==> src/rtl/msh_pkg.sv <==
// shared types and constants for the mirrored bilinear height sampler
// no dependencies; imported by every rtl module of the block but msh_ram
package msh_pkg;

    localparam int MAX_DIM         = 257;
    localparam int COORD_FRAC_BITS = 8;
    localparam int WEIGHT_BITS     = 16;
    localparam int DEPTH           = MAX_DIM * MAX_DIM;
    localparam int ADDR_W          = $clog2(DEPTH);

    localparam int SAMPLE_W      = 16;
    localparam int SAMPLE_ADDR_W = 17;
    localparam int COORD_W       = 24;
    localparam int STEP_W        = 9;
    localparam int COUNT_W       = 9;
    localparam int OFFSET_W      = 16;
    localparam int HEIGHT_W      = 28;

    localparam int CFG_IDX_W  = 2;
    localparam int CFG_DATA_W = 16;

    localparam logic [CFG_IDX_W-1:0] CFG_COL_OFFSET = 2'd0;
    localparam logic [CFG_IDX_W-1:0] CFG_ROW_OFFSET = 2'd1;
    localparam logic [CFG_IDX_W-1:0] CFG_COL_COUNT  = 2'd2;
    localparam logic [CFG_IDX_W-1:0] CFG_ROW_COUNT  = 2'd3;

    localparam logic [OFFSET_W-1:0] COL_OFFSET_RST = 16'd1356;
    localparam logic [OFFSET_W-1:0] ROW_OFFSET_RST = 16'd924;
    localparam logic [COUNT_W-1:0]  COUNT_RST      = 9'd257;

    localparam logic CMD_LOAD  = 1'b0;
    localparam logic CMD_QUERY = 1'b1;

    // divider sizing
    localparam int DIV_W    = 25;
    localparam int DIVR_W   = 9;
    localparam int DIVCNT_W = 5;

    localparam int SEL_W   = 3;
    localparam int BLEND_W = 3;

    typedef enum logic [SEL_W-1:0] {
        DS_COL_STEP,
        DS_ROW_STEP,
        DS_COL_WT,
        DS_ROW_WT,
        DS_COL0,
        DS_COL1,
        DS_ROW0,
        DS_ROW1
    } t_div_sel;

    typedef enum logic [BLEND_W-1:0] {
        BL_NONE,
        BL_TOP,
        BL_BOT,
        BL_DIFF,
        BL_PLO,
        BL_PHI,
        BL_SUM
    } t_blend_op;

    typedef struct packed {
        logic      load_wr;
        logic      capture;
        logic      div_start;
        t_div_sel  div_sel;
        logic      rd_en;
        logic [1:0] rd_corner;
        logic      rd_latch;
        t_blend_op blend;
        logic      out_load;
    } t_cmd;

    typedef struct packed {
        logic div_done;
    } t_status;

endpackage

==> src/rtl/msh_ctrl.sv <==
// sequencer for loads and queries, owns the output valid flag
// depends on msh_pkg
module msh_ctrl (
    input  logic            i_clk,
    input  logic            i_rst_n,
    input  logic            i_valid,
    input  logic            i_command,
    input  logic            i_out_stall,
    input  msh_pkg::t_status i_status,
    output logic            o_stall,
    output logic            o_out_valid,
    output msh_pkg::t_cmd   o_cmd
);
    import msh_pkg::*;

    typedef enum logic [2:0] {
        S_IDLE,
        S_DIV_GO,
        S_DIV_WAIT,
        S_RD_ISSUE,
        S_RD_LATCH,
        S_BLEND,
        S_OUT
    } t_state;

    t_state    r_state, n_state;
    t_div_sel  r_sel, n_sel;
    logic [1:0] r_corner, n_corner;
    t_blend_op r_blend, n_blend;
    logic      r_out_valid, n_out_valid;
    logic      accept;
    logic      out_free;

    always_comb begin
        accept      = i_valid && (r_state == S_IDLE);
        out_free    = !r_out_valid || !i_out_stall;
        n_state     = r_state;
        n_sel       = r_sel;
        n_corner    = r_corner;
        n_blend     = r_blend;
        n_out_valid = r_out_valid && i_out_stall;
        o_cmd           = '0;
        o_cmd.div_sel   = r_sel;
        o_cmd.rd_corner = r_corner;
        o_cmd.blend     = BL_NONE;
        unique case (r_state)
            S_IDLE: begin
                if (accept) begin
                    if (i_command == CMD_QUERY) begin
                        o_cmd.capture = 1'b1;
                        n_sel   = DS_COL_STEP;
                        n_state = S_DIV_GO;
                    end else begin
                        o_cmd.load_wr = 1'b1;
                    end
                end
            end
            S_DIV_GO: begin
                o_cmd.div_start = 1'b1;
                n_state = S_DIV_WAIT;
            end
            S_DIV_WAIT: begin
                if (i_status.div_done) begin
                    if (r_sel == DS_ROW1) begin
                        n_corner = 2'd0;
                        n_state  = S_RD_ISSUE;
                    end else begin
                        n_sel   = t_div_sel'(SEL_W'(r_sel + SEL_W'(1)));
                        n_state = S_DIV_GO;
                    end
                end
            end
            S_RD_ISSUE: begin
                o_cmd.rd_en = 1'b1;
                n_state = S_RD_LATCH;
            end
            S_RD_LATCH: begin
                o_cmd.rd_latch = 1'b1;
                if (r_corner == 2'd3) begin
                    n_blend = BL_TOP;
                    n_state = S_BLEND;
                end else begin
                    n_corner = r_corner + 2'd1;
                    n_state  = S_RD_ISSUE;
                end
            end
            S_BLEND: begin
                o_cmd.blend = r_blend;
                if (r_blend == BL_SUM) begin
                    n_state = S_OUT;
                end else begin
                    n_blend = t_blend_op'(BLEND_W'(r_blend + BLEND_W'(1)));
                end
            end
            S_OUT: begin
                if (out_free) begin
                    o_cmd.out_load = 1'b1;
                    n_out_valid    = 1'b1;
                    n_state        = S_IDLE;
                end
            end
            default: n_state = S_IDLE;
        endcase
    end

    always_ff @(posedge i_clk) begin
        if (!i_rst_n) begin
            r_state     <= S_IDLE;
            r_sel       <= DS_COL_STEP;
            r_corner    <= 2'd0;
            r_blend     <= BL_NONE;
            r_out_valid <= 1'b0;
        end else begin
            r_state     <= n_state;
            r_sel       <= n_sel;
            r_corner    <= n_corner;
            r_blend     <= n_blend;
            r_out_valid <= n_out_valid;
        end
    end

    assign o_stall     = (r_state != S_IDLE);
    assign o_out_valid = r_out_valid;

endmodule

==> config.mk <==
export PLATFORM = sky130hd
export DESIGN_NAME = msh_ctrl
export DESIGN_NICKNAME = d
export VERILOG_FILES = /design/src/rtl/msh_pkg.sv /design/src/rtl/msh_ctrl.sv
export SDC_FILE = /design/constraint.sdc
export NUM_CORES = 1
export LEC_CHECK = 0
export BUFFER_PORTS_ARGS = -buffer_cell sky130_fd_sc_hd__clkbuf_2
export CORE_UTILIZATION = 27
export DETAILED_ROUTE_END_ITERATION = 7
export PLACE_DENSITY = 0.53
export SLEW_MARGIN = 15
export SYNTH_ARGS = -nofsm -noshare
export SYNTH_HDL_FRONTEND = slang
export SYNTH_SLANG_ARGS = --single-unit
==> constraint.sdc <==
create_clock -name i_clk -period 2.85 [get_ports i_clk]
set_input_delay 0.4275 -clock i_clk [delete_from_list [all_inputs] [get_ports i_clk]]
set_output_delay 0.4275 -clock i_clk [all_outputs]
set_load 0.01 [all_outputs]
==> flow_summary.yaml <==
outcome:
  status: "finished, final reports clean"
clock_tree:
  clk_latency_ns: 0.27
  cts_root_buf: "clkbuf_4"
  cts_setup_buffers: 0
  ctsHoldBuffers: 0
  h-tree-depth: 1
  clkSinkCount: 12
  cts_resized: 0
  clkTransAtPathRegs_ns: 0.08
  numCtsBuffers: 3
  cts_buffer_depth: 2
  cts_tree: "yes"
cells_and_area:
  fillers: 271
  diodes: 0
  layout_commonest_cell: "clkbuf_2"
  mostFrequentLayoutCells: "clkbuf_2, nor2_1, dfxtp_1, nand2_1, a21oi_1"
  postLayoutCellArea_sq_um: 917.1
  nets: 129
  synthToLayoutAreaGrowth_pct: 20.96
  final_util: 0.3572
  drive_gt1_frac: 0.2393
worst_setup_path:
  r2r_cells: 4
  arrival_ns: 1.50
  critPathKind: "register to output port"
  rr_startpoint: "r_state[2]"
  crit_path_start: "r_state[1]"
  crit_slowest_cell: "dfxtp_1"
  critPathLaunchType: "register"
  crit_chain: "and2b_1 -> and3_1 -> clkbuf_2"
  regToRegEndpoint: "r_corner[0]"
  cp_slowest_stage_delay_ns: 0.60
  reg2reg_setup_slack_ns: 1.27
  crit_required_ns: 2.42
  worstSetupEndpointType: "output port"
  worstPathMaxFanout: 15
  cp-endpoint: "o_cmd[3]"
detailed_routing:
  remaining_drc_errors: 0
  vias: 749
  ant_nets: 0
  routed_wl_mm: 1.654
  avgRoutedWirePerCell_um: 11.25
  drtIter0Drc: 21
  via_per_inst: 5.095
  dr.pass1.iters: 5
sta:
  whs_ns: 0.3998
  fin_crit_sh: 0.6780
  finalSetupViolCount: 0
  tns_ns: 0
  relSlewSlack: 0.5859
  fmax_ghz: 0.5175
  period_needed_ns: 1.932
  rsz0062_at_grt: "false"
  skew_ns: 0.003646
  hold_viol: 0
  tightestPinTransition_ns: 0.6203
  slew_violations: 0
yosys:
  ys_seq_area_frac: 0.3168
  synth_cells: 96
  synthesis.area_sq_um: 758.2
  synth_area_per_cell_sq_um: 7.898
  synth_top_area_frac: 0.3168
  synth_seq_cells: 12
  ys_warn_count: 0
  yosys.area.top_type: "dfxtp_1"
  syn_nets: 107
  synthTopCellsByArea: "dfxtp_1, ha_1, nor2_1, a21oi_1, and3_1"
  synth_cell_types: 34
pwr:
  power_w: 0.0004339
  ir_worst_vdd_uv: 332.3
  p_per_area_mw_per_mm2: 473.1
  leakage_nw: 0.4274
global_route:
  overflow: 0
  antenna_found_initial: 0
  grt_max_degree: 22
  grt_pass1_wl_mm: 2.773
  grt_usage: 0.1297
  grt_pass1_vias: 610
placement:
  place_congestion: 0.7666
  dp_hpwl_mm: 1.238
  placed_area_sq_um: 880.8
  io_buffers: 21
floorplanning:
  fp-row-count: 18
  io_pins: 22
  placeableCoreArea_sq_mm: 0.002567
  die_x_um: 54.99
  initial_core_util: 0.2953
  die_y_um: 54.99
  die_area_sq_mm: 0.003024
worst_hold_path:
  hold_class: "input pin to register"
flow_run:
  max_cap_violations: 0
stage by stage:
stage | cells | setup slack, ns
floorplan | 96 | 1.322
global placement | 143 | 1.225
detailed placement | 143 | 1.226
CTS | 147 | 0.9202
global route | 147 | 0.7822
finish | 147 | 0.9178
cell usage after synthesis:
| cell type | number |
|---|---|
| inv_2 | 1 |
| nand3b_1 | 1 |
| a2bb2oi_1 | 1 |
| o21ai_1 | 1 |
| inv_1 | 4 |
| nand4b_1 | 2 |
| and3_1 | 6 |
| nand2b_1 | 3 |
| a21oi_2 | 1 |
| a311oi_1 | 1 |
| or3b_1 | 1 |
| a211oi_1 | 1 |
| nor4_1 | 2 |
| nor2_1 | 12 |
| and4_1 | 1 |
| o21ai_0 | 1 |
| a21o_1 | 1 |
| a211o_1 | 1 |
| o2bb2ai_1 | 1 |
| a22o_1 | 1 |
| xnor2_1 | 1 |
| nand2_1 | 10 |
| ha_1 | 5 |
| buf_2 | 4 |
| dfxtp_1 | 12 |
| a211oi_2 | 1 |
| a22oi_1 | 1 |
| nor3_1 | 1 |
| clkinv_1 | 1 |
| and2b_1 | 1 |
| a311o_1 | 1 |
| mux2i_1 | 3 |
| a21oi_1 | 8 |
| nand3_1 | 4 |
worst max-delay path, delay by kind of cell (launching register included):
family / cells / cell delay (ns)
buf+inv: 1 / 0.12
flops: 1 / 0.60
simple gates: 2 / 0.51
final cells by class:
class,count,area (sq um),share of cell area
sequential,12,240.2,0.2619
multi-input combinational,74,475.5,0.5184
clock buffer,4,36.28,0.03956
inverter,6,22.52,0.02456
timing repair buffer,21,105.1,0.1146
tap,30,37.54,0.04093
worst min-delay path by stage:
stage / from / to / depth (start not counted)
4_1_cts: i_out_stall / o_out_valid / 3
3_5_place_dp: r_sel[1] / r_sel[1] / 2
2_1_floorplan: r_blend[1] / r_blend[1] / 2
3_3_place_gp: r_sel[2] / r_sel[2] / 2
6_report: i_out_stall / o_out_valid / 3
5_1_grt: i_out_stall / o_out_valid / 3
cell families after synthesis:
group                      count (synthesis)  synth area share
and+or+nand+nor                           44            0.2987
muxes                                      3           0.03961
xor gates and xnor gates                   1           0.01155
DFF                                       12            0.3168
adders and majority gates                  5           0.08251
buffers and inverters                     10           0.05609
AOI/OAI and AO/OA                         21            0.1947
registers in the layout, indices dropped and copies added, names as in the netlist:
name and count:
r_blend 3, r_sel 3, o_out_valid 1, r_state 3, r_corner 2
routing by layer:
layer	track usage	up-vias	routed length, um
met3	0.04918	2	105
met1	0.1827	338	842
met4	0.03750	0	14
met5	0	-	0
met2	0.1807	20	692
li1	-	389	-
power by group:
group | total (W) | internal [W] | leakage (nW) | switching [W]
Sequential | 0.000201 | 0.000175 | 0.0971 | 0.0000263
Combinational | 0.0000967 | 0.0000455 | 0.309 | 0.0000512
Clock | 0.000136 | 0.0000777 | 0.0210 | 0.0000584
Total | 0.000434 | 0.000298 | 0.427 | 0.000136
(Power assumes the default switching activity.)
